File: src/sv/multirange_calibration_interpolator_unit_macros.svh
// Assertion macros for the calibration interpolator
`ifndef MULTIRANGE_CALIBRATION_INTERPOLATOR_UNIT_MACROS_SVH
`define MULTIRANGE_CALIBRATION_INTERPOLATOR_UNIT_MACROS_SVH
// implication checked on every clock while out of reset
`define MCI_ASSERT_IMP(label, ante, cons) \
    label: assert property (@(posedge clk) disable iff (!rst_n) (ante) |-> (cons)) \
        else $error("assertion failed");
// implication whose consequent is checked on the next clock
`define MCI_ASSERT_NEXT(label, ante, cons) \
    label: assert property (@(posedge clk) disable iff (!rst_n) (ante) |=> (cons)) \
        else $error("assertion failed");
`endif

File: src/sv/mci_pkg.sv
// Shared types and constants of the calibration interpolator
package mci_pkg;
    localparam int DataW = 32;
    localparam int NumRangeRegs = 4;
    localparam logic [1:0] ST_OK = 2'd0;
    localparam logic [1:0] ST_INVALID = 2'd1;
    localparam logic [1:0] ST_NOSEG = 2'd2;
    localparam logic CMD_LOAD = 1'b0;
    localparam logic CMD_CONV = 1'b1;
    localparam logic [2:0] REG_POINT_COUNT = 3'd0;
    localparam logic [2:0] REG_RANGE_COUNT = 3'd1;
    localparam logic [2:0] REG_FS0 = 3'd2;
    localparam logic [2:0] REG_FS1 = 3'd3;
    localparam logic [2:0] REG_FS2 = 3'd4;
    localparam logic [2:0] REG_FS3 = 3'd5;

    typedef enum logic [8:0] {
        S_IDLE = 9'b000000001,
        S_SCAN = 9'b000000010,
        S_CHK = 9'b000000100,
        S_SRCH = 9'b000001000,
        S_MUL = 9'b000010000,
        S_DIV = 9'b000100000,
        S_RND = 9'b001000000,
        S_SAT = 9'b010000000,
        S_OUT = 9'b100000000
    } state_t;
endpackage

File: src/sv/multirange_calibration_interpolator_unit.sv
// Top level: calibration point table, validation, segment search and interpolation
// A load is accepted when the block is idle and its result is offered on the next
// cycle; the next input can be accepted in the cycle after that result transfers.
// A convert walks the point table in one memory, one entry per cycle. There is one
// membership pass and one pass per configured range, each closed by a check in
// S_CHK, and then a search pass. The multiply is followed by the 48-bit restoring
// divider, then rounding and saturation. An invalid count or range setting
// answers through S_OUT without any pass. A failed check answers right after the
// pass that finds it.
// There is no clearing pass: each entry carries a valid bit.
`include "multirange_calibration_interpolator_unit_macros.svh"
module multirange_calibration_interpolator_unit #(
    parameter int MAX_POINTS = 16,
    parameter int MAX_RANGES = 4
) (
    input  logic                  clk,
    input  logic                  rst_n,
    input  logic                  psel,
    input  logic                  penable,
    input  logic                  pwrite,
    input  logic [4:0]            paddr,
    input  logic [31:0]           pwdata,
    output logic [31:0]           prdata,
    output logic                  pready,
    input  logic                  in_valid,
    output logic                  in_ready,
    input  logic                  cmd,
    input  logic [3:0]            point_slot,
    input  logic signed [15:0]    raw_sample,
    input  logic [15:0]           gain_range_mv,
    input  logic [31:0]           point_value,
    output logic                  out_valid,
    input  logic                  out_ready,
    output logic [1:0]            status,
    output logic [mci_pkg::DataW-1:0] converted_value
);
    import mci_pkg::*;

    localparam int AW = (MAX_POINTS > 1) ? $clog2(MAX_POINTS) : 1;
    localparam int IW = $clog2(MAX_POINTS + 1);

    // configuration
    logic [7:0]  point_count_reg;
    logic [2:0]  range_count_reg;
    logic [15:0] fs_reg [NumRangeRegs];
    logic        wr_en;
    logic [2:0]  reg_idx;
    assign pready = 1'b1;
    assign wr_en = psel && penable && pwrite;
    assign reg_idx = paddr[4:2];
    always_ff @(posedge clk or negedge rst_n)
    begin
        if (!rst_n)
        begin
            point_count_reg <= '0;
            range_count_reg <= '0;
            for (int k = 0; k < NumRangeRegs; k++) fs_reg[k] <= '0;
        end
        else if (wr_en)
        begin
            case (reg_idx)
                REG_POINT_COUNT: point_count_reg <= pwdata[7:0];
                REG_RANGE_COUNT: range_count_reg <= pwdata[2:0];
                REG_FS0: fs_reg[0] <= pwdata[15:0];
                REG_FS1: fs_reg[1] <= pwdata[15:0];
                REG_FS2: fs_reg[2] <= pwdata[15:0];
                REG_FS3: fs_reg[3] <= pwdata[15:0];
                default: ;
            endcase
        end
    end
    always_comb
    begin
        case (reg_idx)
            REG_POINT_COUNT: prdata = {24'd0, point_count_reg};
            REG_RANGE_COUNT: prdata = {29'd0, range_count_reg};
            REG_FS0: prdata = {16'd0, fs_reg[0]};
            REG_FS1: prdata = {16'd0, fs_reg[1]};
            REG_FS2: prdata = {16'd0, fs_reg[2]};
            REG_FS3: prdata = {16'd0, fs_reg[3]};
            default: prdata = '0;
        endcase
    end

    // point table memory with per-entry valid bits
    logic [63:0]           mem [MAX_POINTS];
    logic [MAX_POINTS-1:0] vld_reg;
    logic [63:0]           rd_data;
    logic                  rd_vld_reg;
    logic [AW-1:0]         rd_addr;
    logic                  mem_we;
    logic [AW-1:0]         wr_addr;
    logic [63:0]           wr_data;
    always_ff @(posedge clk)
    begin
        if (mem_we) mem[wr_addr] <= wr_data;
        rd_data <= mem[rd_addr];
    end
    always_ff @(posedge clk or negedge rst_n)
    begin
        if (!rst_n)
        begin
            vld_reg <= '0;
            rd_vld_reg <= 1'b0;
        end
        else
        begin
            if (mem_we) vld_reg[wr_addr] <= 1'b1;
            rd_vld_reg <= vld_reg[rd_addr];
        end
    end
    logic [63:0]        ent;
    logic [15:0]        e_gain;
    logic signed [15:0] e_code;
    logic [31:0]        e_val;
    assign ent = rd_vld_reg ? rd_data : 64'd0;
    assign e_gain = ent[15:0];
    assign e_code = ent[31:16];
    assign e_val = ent[63:32];

    // control
    state_t              state_reg, state_next;
    logic [IW-1:0]       idx_reg;      // entry being issued
    logic                rdv_reg;      // data arriving is live
    logic [3:0]          pass_reg;     // 0: membership, 1..: range pass
    logic                bad_reg;
    logic                have_prev_reg, have_pair_reg;
    logic [1:0]          n_reg;
    logic signed [15:0]  pc_reg, c0_reg, c1_reg, raw_reg;
    logic [31:0]         pv_reg, v0_reg, v1_reg;
    logic [15:0]         mv_reg;
    logic [1:0]          st_reg;
    logic [31:0]         res_reg;
    logic                ovalid_reg;
    logic signed [48:0]  num_reg;
    logic [47:0]         anum_reg, quo_reg;
    logic [47:0]         rem_reg;
    logic [16:0]         den_reg;
    logic [5:0]          dcnt_reg;
    logic                neg_reg;
    logic signed [49:0]  sres_reg;
    logic [15:0]         pass_fs;
    logic [3:0]          npass;
    logic                gain_known;
    logic [IW-1:0]       pcount;
    logic                cnt_ok;

    assign pcount = IW'(point_count_reg);
    assign cnt_ok = point_count_reg >= 8'd2 && {24'd0, point_count_reg} <= MAX_POINTS
        && range_count_reg != 3'd0 && {29'd0, range_count_reg} <= MAX_RANGES
        && range_count_reg <= 3'(NumRangeRegs);
    assign npass = {1'b0, range_count_reg} + 4'd1;
    assign pass_fs = (pass_reg >= 4'd1 && pass_reg <= 4'd4) ? fs_reg[2'(pass_reg - 4'd1)]
        : 16'd0;
    always_comb
    begin
        gain_known = 1'b0;
        for (int k = 0; k < NumRangeRegs; k++)
            if (3'(k) < range_count_reg && fs_reg[k] == e_gain) gain_known = 1'b1;
    end

    assign in_ready = (state_reg == S_IDLE) && !ovalid_reg;
    assign out_valid = ovalid_reg;
    assign status = st_reg;
    assign converted_value = res_reg;
    assign mem_we = in_valid && in_ready && cmd == CMD_LOAD
        && {28'd0, point_slot} < MAX_POINTS;
    assign wr_addr = AW'(point_slot);
    assign wr_data = {point_value, raw_sample, gain_range_mv};
    assign rd_addr = AW'(idx_reg);

    logic [48:0] sub;
    assign sub = {rem_reg, anum_reg[47]} - {32'd0, den_reg};

    always_ff @(posedge clk or negedge rst_n)
    begin
        if (!rst_n)
        begin
            state_reg <= S_IDLE;
            ovalid_reg <= 1'b0;
            idx_reg <= '0;
            rdv_reg <= 1'b0;
        end
        else
        begin
            state_reg <= state_next;
            if (ovalid_reg && out_ready) ovalid_reg <= 1'b0;
            case (state_reg)
                S_IDLE:
                begin
                    if (in_valid && in_ready)
                    begin
                        raw_reg <= raw_sample;
                        mv_reg <= gain_range_mv;
                        st_reg <= (cmd == CMD_CONV && !cnt_ok) ? ST_INVALID : ST_OK;
                        res_reg <= '0;
                        pass_reg <= '0;
                        bad_reg <= !cnt_ok;
                        idx_reg <= '0;
                        rdv_reg <= 1'b0;
                        have_prev_reg <= 1'b0;
                        have_pair_reg <= 1'b0;
                        n_reg <= '0;
                        if (cmd == CMD_LOAD) ovalid_reg <= 1'b1;
                    end
                end
                S_SCAN, S_SRCH:
                begin
                    rdv_reg <= idx_reg < pcount && idx_reg < IW'(MAX_POINTS);
                    if (idx_reg < pcount && idx_reg < IW'(MAX_POINTS))
                        idx_reg <= idx_reg + 1'b1;
                    if (rdv_reg)
                    begin
                        if (state_reg == S_SCAN && pass_reg == 4'd0)
                        begin
                            if (!gain_known) bad_reg <= 1'b1;
                        end
                        else if (state_reg == S_SCAN)
                        begin
                            if (e_gain == pass_fs)
                            begin
                                if (have_prev_reg && (e_code <= pc_reg || e_val <= pv_reg))
                                    bad_reg <= 1'b1;
                                pc_reg <= e_code;
                                pv_reg <= e_val;
                                have_prev_reg <= 1'b1;
                                if (n_reg != 2'd2) n_reg <= n_reg + 1'b1;
                            end
                        end
                        else if (e_gain == mv_reg && !(have_pair_reg
                            && raw_reg <= c1_reg))
                        begin
                            if (!have_prev_reg)
                            begin
                                c0_reg <= e_code;
                                v0_reg <= e_val;
                                have_prev_reg <= 1'b1;
                            end
                            else
                            begin
                                if (have_pair_reg)
                                begin
                                    c0_reg <= c1_reg;
                                    v0_reg <= v1_reg;
                                end
                                c1_reg <= e_code;
                                v1_reg <= e_val;
                                have_pair_reg <= 1'b1;
                            end
                        end
                    end
                end
                S_CHK:
                begin
                    if (pass_reg != 4'd0 && n_reg != 2'd2) bad_reg <= 1'b1;
                    if (state_next == S_OUT) st_reg <= ST_INVALID;
                    pass_reg <= pass_reg + 1'b1;
                    idx_reg <= '0;
                    rdv_reg <= 1'b0;
                    have_prev_reg <= 1'b0;
                    n_reg <= '0;
                end
                S_MUL:
                begin
                    num_reg <= 49'((34'(signed'(raw_reg)) - 34'(signed'(c0_reg))))
                        * 49'(signed'({1'b0, v1_reg}) - signed'({1'b0, v0_reg}));
                    den_reg <= 17'(17'(signed'(c1_reg)) - 17'(signed'(c0_reg)));
                    dcnt_reg <= '0;
                    rem_reg <= '0;
                end
                S_DIV:
                begin
                    if (dcnt_reg == 6'd0)
                    begin
                        neg_reg <= num_reg[48];
                        anum_reg <= 48'(num_reg[48] ? -num_reg : num_reg);
                        dcnt_reg <= 6'd1;
                    end
                    else
                    begin
                        if (!sub[48])
                        begin
                            rem_reg <= sub[47:0];
                            quo_reg <= {quo_reg[46:0], 1'b1};
                        end
                        else
                        begin
                            rem_reg <= {rem_reg[46:0], anum_reg[47]};
                            quo_reg <= {quo_reg[46:0], 1'b0};
                        end
                        anum_reg <= {anum_reg[46:0], 1'b0};
                        dcnt_reg <= dcnt_reg + 1'b1;
                    end
                end
                S_RND:
                begin
                    // magnitude rounding: rem*2 >= den rounds up
                    if ({rem_reg, 1'b0} >= {32'd0, den_reg})
                        sres_reg <= 50'(signed'({1'b0, v0_reg}))
                            + (neg_reg ? -50'(quo_reg + 48'd1) : 50'(quo_reg + 48'd1));
                    else
                        sres_reg <= 50'(signed'({1'b0, v0_reg}))
                            + (neg_reg ? -50'(quo_reg) : 50'(quo_reg));
                end
                S_SAT:
                begin
                    if (sres_reg < 0) res_reg <= '0;
                    else if (sres_reg > 50'sh0FFFFFFFF) res_reg <= '1;
                    else res_reg <= sres_reg[31:0];
                    ovalid_reg <= 1'b1;
                end
                S_OUT:
                begin
                    ovalid_reg <= 1'b1;
                end
                default: ;
            endcase
            if (state_reg == S_SCAN && state_next == S_SRCH)
            begin
                idx_reg <= '0;
                rdv_reg <= 1'b0;
                have_prev_reg <= 1'b0;
            end
            if (state_reg == S_SRCH && state_next == S_OUT) st_reg <= ST_NOSEG;
        end
    end

    logic scan_done;
    assign scan_done = !rdv_reg && !(idx_reg < pcount && idx_reg < IW'(MAX_POINTS));

    always_comb
    begin
        state_next = state_reg;
        case (state_reg)
            S_IDLE:
                if (in_valid && in_ready && cmd == CMD_CONV)
                    state_next = cnt_ok ? S_SCAN : S_OUT;
            S_SCAN:
                if (scan_done)
                    state_next = S_CHK;
            S_CHK:
                if (bad_reg || (pass_reg != 4'd0 && n_reg != 2'd2)) state_next = S_OUT;
                else if (pass_reg + 4'd1 == npass) state_next = S_SRCH;
                else state_next = S_SCAN;
            S_SRCH:
                if (scan_done) state_next = have_pair_reg ? S_MUL : S_OUT;
            S_MUL: state_next = S_DIV;
            S_DIV: if (dcnt_reg == 6'd48) state_next = S_RND;
            S_RND: state_next = S_SAT;
            S_SAT: state_next = S_IDLE;
            S_OUT: state_next = S_IDLE;
            default: state_next = S_IDLE;
        endcase
    end

    `MCI_ASSERT_IMP(a_ready_idle, in_ready, state_reg == S_IDLE)
    `MCI_ASSERT_NEXT(a_out_hold, out_valid && !out_ready, out_valid)
    `MCI_ASSERT_IMP(a_onehot, 1'b1, $onehot(state_reg))
    `MCI_ASSERT_IMP(a_status_range, out_valid, status != 2'd3)
endmodule
File: config.mk
export PLATFORM = sky130hd
export DESIGN_NAME = multirange_calibration_interpolator_unit
export DESIGN_NICKNAME = d
export VERILOG_FILES = /design/src/sv/mci_pkg.sv /design/src/sv/multirange_calibration_interpolator_unit.sv
export VERILOG_INCLUDE_DIRS = /design/src /design/src/sv
export SDC_FILE = /design/constraint.sdc
export NUM_CORES = 2
export LEC_CHECK = 0
export ABC_AREA = 1
export BUFFER_PORTS_ARGS = -buffer_cell sky130_fd_sc_hd__buf_4
export CELL_PAD_IN_SITES_DETAIL_PLACEMENT = 0
export CELL_PAD_IN_SITES_GLOBAL_PLACEMENT = 1
export CORE_MARGIN = 4
export CORE_UTILIZATION = 55
export DETAILED_ROUTE_END_ITERATION = 12
export PLACE_DENSITY = 0.95
export SLEW_MARGIN = 20
export SYNTH_ARGS = -nofsm -noshare
export SYNTH_HDL_FRONTEND = slang
export SYNTH_SLANG_ARGS = --single-unit
File: constraint.sdc
create_clock -name clk -period 22.1 [get_ports clk]
set_clock_uncertainty 0.15 [all_clocks]
set_input_delay 4.42 -clock clk [delete_from_list [all_inputs] [get_ports clk]]
set_output_delay 4.42 -clock clk [all_outputs]
set_load 0.005 [all_outputs]
# Word-level counts from Yosys, hierarchy flattened
# Memory sizes are Yosys's and may differ from the RTL's. A register that Yosys moved wholly into a read port is not among the register bits.
# Index checks and enable logic that the tools add are counted.
[op_classes]
order_cmp = 22
multipliers = 1
n_eq_ne = 43
muxes = 90
n_addsub = 16
bitwise_logic = 6
n_reduce_logical = 71
[ops]
columns = ["cell", "count"]
rows = [
  ["48-bit two-way mux", 4],
  ["32-bit two-way mux", 5],
  ["50-bit two-way mux", 3],
  ["32-bit by 50-bit adder with 50-bit output", 2],
  ["16-bit equality test", 6],
  ["16-bit one-hot mux with 6 select lines", 1],
  ["48-bit one-hot mux with 2 select lines", 1],
  ["16-bit two-way mux", 5],
  ["64-bit two-way mux", 1],
  ["32-bit one-hot mux with 2 select lines", 1],
  ["9-bit two-way mux", 7],
  ["9-bit one-hot mux with 7 select lines", 1],
  ["50-bit by 33-bit > comparator with 1-bit output, second input constant", 1],
  ["50-bit by 1-bit < comparator with 1-bit output, second input constant", 1],
  ["48-bit negator with 50-bit output", 1],
  ["50-bit negator", 1],
  ["48-bit by 1-bit adder with 49-bit output, second input constant", 1],
  ["49-bit by 17-bit greater-or-equal comparator with 1-bit output", 1],
  ["17-bit by 33-bit multiplier with 49-bit output", 1],
  ["49-bit by 17-bit subtractor with 49-bit output", 1],
  ["48-bit negator", 1],
  ["1-bit two-way mux", 34],
  ["16-bit by 16-bit subtractor with 17-bit output", 2],
  ["32-bit by 32-bit subtractor with 33-bit output", 1],
  ["other kinds (70)", 166],
]
[totals]
mem_count = 1
ram_bits = 1024
output_inout_bits = 69
ff_bits = 594
in_bits = 113
word_cells = 286
[mem_list]
columns = ["name", "words", "width", "read_ports", "rd_clocked_by_memory_dff", "write_ports", "line_no", "rtl"]
rows = [
  ["mem", 16, 64, 1, 1, 1, "multirange_calibration_interpolator_unit.sv:86", "logic [63:0] mem [MAX_POINTS];"],
]

# Longest topological paths before layout
[depth]
depth_word = 12
ltp_mapped = 47
ltp_nobuf = 47

# Worst setup path before layout
# OpenSTA, ideal clock, no wires.
[synth_timing]
path_type = "input to output"
startpoint = "input paddr[4]"
endpoint = "output prdata[10]"
arrival_ns = 5.519
setup_slack_ns = 12.011
n_path_buf = 2
required_ns = 17.530
stages = 5
path_cell_list = "clkbuf_1 nor3_1 clkbuf_1 a22oi_1 o221ai_1"
[synth_via]
elab_chain_len = 2
word_cells_on_any_way = 7
classes_between = "eq/ne: 5; mux: 1; reduce/logical: 1"
[synth_rtl]
columns = ["item", "line_no", "rtl"]
rows = [
  ["from (decl)", "multirange_calibration_interpolator_unit.sv:21", "input logic [4:0] paddr,"],
  ["3-bit equality test, or another cell as far along", "multirange_calibration_interpolator_unit.sv:74", "case (reg_idx)"],
  ["16-bit one-hot mux with 6 select lines (*)", "multirange_calibration_interpolator_unit.sv:74", ""],
  ["to (decl)", "multirange_calibration_interpolator_unit.sv:23", "output logic [31:0] prdata,"],
]
# Every way passes the cells marked *; elsewhere a longest branch is shown, timed or not.

# Worst setup path in the final report
[layout_timing]
startpoint = "input paddr[3]"
endpoint = "output prdata[4]"
# The elaborated chain is that of the path after synthesis.

==> run metrics <==
drt wl/cell 22.6 microns; RSZ-0062 raised after global routing false; Achievable Freq 92.6 MHz; overflow left after global routing 0; CP Data Arrival Time 6.23 ns; clock tree from TritonCTS done; Post-CTS Setup Repair Bufs 0; Core Region 0.177 sq mm; Clock Sinks 1682; number of library cell types mapped by synthesis 75; Period minus WS final 10.80 ns; Worst Hold Launch vld_reg[6]$_DFFE_PN0P_; category of cells accounting for the largest share of critical-path delay compound AO/OA/AOI/OAI gates; worst min-delay path category reg -> reg; Worst path max stage delay 0.67 ns; die outline width 430 microns; initial antenna violation count 25; top fanout value on the critical path 17; headroom to the max-slew limit 21.6%; area share of fa/ha/maj cells after synthesis 14.8%; complex-gate fraction of the synthesized area 11.2%; required time reported for the critical path endpoint 17.53 ns; Critical Path Source Type primary input; type of the worst setup path in -> out; warning count from the yosys run 0; Register-to-Register Path Depth 36; worst hold path cell count 2; vias in the first global route 72800; global-route wire length before repair 425000 microns; Mapped Area 0.0982 sq mm; Period Utilization, post-route 48.8%; Setup TNS 0 ns; DR pass1 iterations 6; Most used DFF post-synth edfxtp_1; Post-Syn Instances 9836; cells resized by post-CTS repair 0; proportion of synthesized chip area in sequential cells 50.2%; Total Routed Length 280000 microns; starting density of the core 55.5%; area leader, netlist edfxtp_1; actual slew at the worst max-slew pin 1.17 ns; count of port buffers added during placement 146; share of synthesized area spent on multiplexers 0.0102%; number of enable-type register cells in the synthesized netlist 1510; total number of H-tree levels 4; final max-slew violation count 0; hold-critical path endpoint vld_reg[6]$_DFFE_PN0P_; top cell type's share of synthesized area 46.2%; most repeated cell in the gate-level netlist after synthesis edfxtp_1; Final Hold Fails 0; maximum root-to-sink buffer count 3; capture instance of the worst register-to-register path num_reg[45]$_DFFE_PP_; reg2reg start v0_reg[0]$_DFFE_PP_; per-instance average area after synthesis 9.98 sq um; clock input transition at the sequential cells of the worst setup and hold paths 0.06 ns; initial DRC count 8489; Buffers & Inverters on Critical Path 3; number of buffers added to fix hold violations after cts 0; vias per std cell 5.98; pin count of the biggest net entering global routing 245; placed wire-length estimate after detailed placement 190000 microns; xor and xnor fraction of the mapped netlist area 2.56%; setup slack of the worst register-to-register path 11.69 ns; number of setup violations in the final report 0; routed vias 74000; post-detailed-route DRC marker count 0; CTS Buf Count 169; Die Y 430 microns; area growth from synthesis to layout 9.64%; global-route usage over all layers 29.7%; final estimated routing congestion in global placement 0.946; number of nets still failing antenna checks after routing 0; asr flop ratio synth 6.42%; clock latency reported for the late side of the worst-skew pair 0.84 ns; top cells by area in the synthesized netlist edfxtp_1 46%, fa_1 11%, nand2_1 5.4%, inv_1 5.3%, nor2_1 4.8%; crit path cell chain buf_4, inv_1, nand3_1, o22ai_1, a221oi_1, o21ai_0, buf_4; Top Ports 182; run status complete, no violations; fraction of layout instances using a drive strength above 1 7.17%; FP Rows 154; post-synthesis sequential element count 1682; count of fill cells added during filler insertion 14100; full die area 0.185 sq mm; cell type of the slowest stage on the worst timing path nand3_1; most frequent cells after synthesis 1510 x edfxtp_1, 1414 x nand2_1, 1384 x inv_1; share of synthesized cell area in and, or, nand and nor gates 14.0%; cell mode on critical path buf_4; max reg flops 1024; Total Nets Final 10800; root cell of the clock tree clkbuf_16; main combinational cell family by area after synthesis adder cells; number of max-cap violations 0; capturing element type of the critical path output pin
==> worst reg2reg max path, delay by kind of cell, from the launching register on <==
kind	cells	cell delay (ns)
adders and majority gates	9	4.10
AOI/OAI and AO/OA	12	2.85
xor gates and xnor gates	2	1.02
buffers and inverters	7	0.87
and+or+nand+nor	6	0.78
DFF	1	0.44
==> logic make-up after synthesis <==
group                    count (synthesis)
AO/OA/AOI/OAI                         1889
adder cells (fa/ha/maj)                843
buffers and inverters                 1821
AND/OR/NAND/NOR                       3311
other                                    2
multiplexers                             1
flip-flops                            1682
XOR/XNOR                               287
==> routing by layer <==
layer,track usage [%],up-vias,share of wire [%]
met5,0,-,0.012
met4,13.1,6,4.5
met3,5.71,693,9.6
met2,48.6,3907,48
met1,38.9,36200,38
li1,-,33200,-
==> layout make-up <==
cell class / instances / area, sq um / share of cell area, %
Antenna cell: 18 / 45.0 / 0.0418
Inverter: 1408 / 5300 / 4.93
Sequential cell: 1682 / 49300 / 45.8
Tap cell: 2340 / 2930 / 2.72
Clock inverter: 80 / 1070 / 0.996
Clock buffer: 236 / 4730 / 4.40
Timing Repair Buffer: 249 / 1890 / 1.76
Multi-Input combinational cell: 6348 / 42300 / 39.3
==> metrics by stage <==
stage	worst slack, ns	cell area (sq um)	hold slack, ns	util, %	std cells
2_1_floorplan	12.01	98200	0.271	-	9851
3_3_place_gp	11.45	102000	0.287	57.5	12000
3_5_place_dp	11.40	102000	0.295	57.5	12000
4_1_cts	11.40	108000	0.308	60.8	12300
5_1_grt	11.19	108000	0.321	60.8	12400
6_report	11.30	108000	0.308	60.9	12400
==> worst max path at each step <==
stage,endpoint,cells after the start,start
6_report,prdata[4],7,paddr[3]
5_1_grt,num_reg[47]$_DFFE_PP_,38,v0_reg[0]$_DFFE_PP_
3_5_place_dp,prdata[6],7,paddr[3]
3_3_place_gp,prdata[1],7,paddr[3]
4_1_cts,prdata[6],7,paddr[3]
2_1_floorplan,prdata[10],5,paddr[4]
==> cell usage in the layout (no fill, tap or decap), drive strengths merged, types with 96 or more instances in the layout <==
cell and n:
edfxtp 1510, nand2 1448, inv 1400, nor2 1301, o21ai 949, fa 535, a21oi 370, ha 308
nand3 289, buf 249, clkbuf 236, o221ai 201, xor2 191, dfrtp 107, o22ai 105, xnor2 96
Power is left out: the tool's default activity adds up to more than one toggle a clock period on the data nets, which glitch-free logic cannot reach.
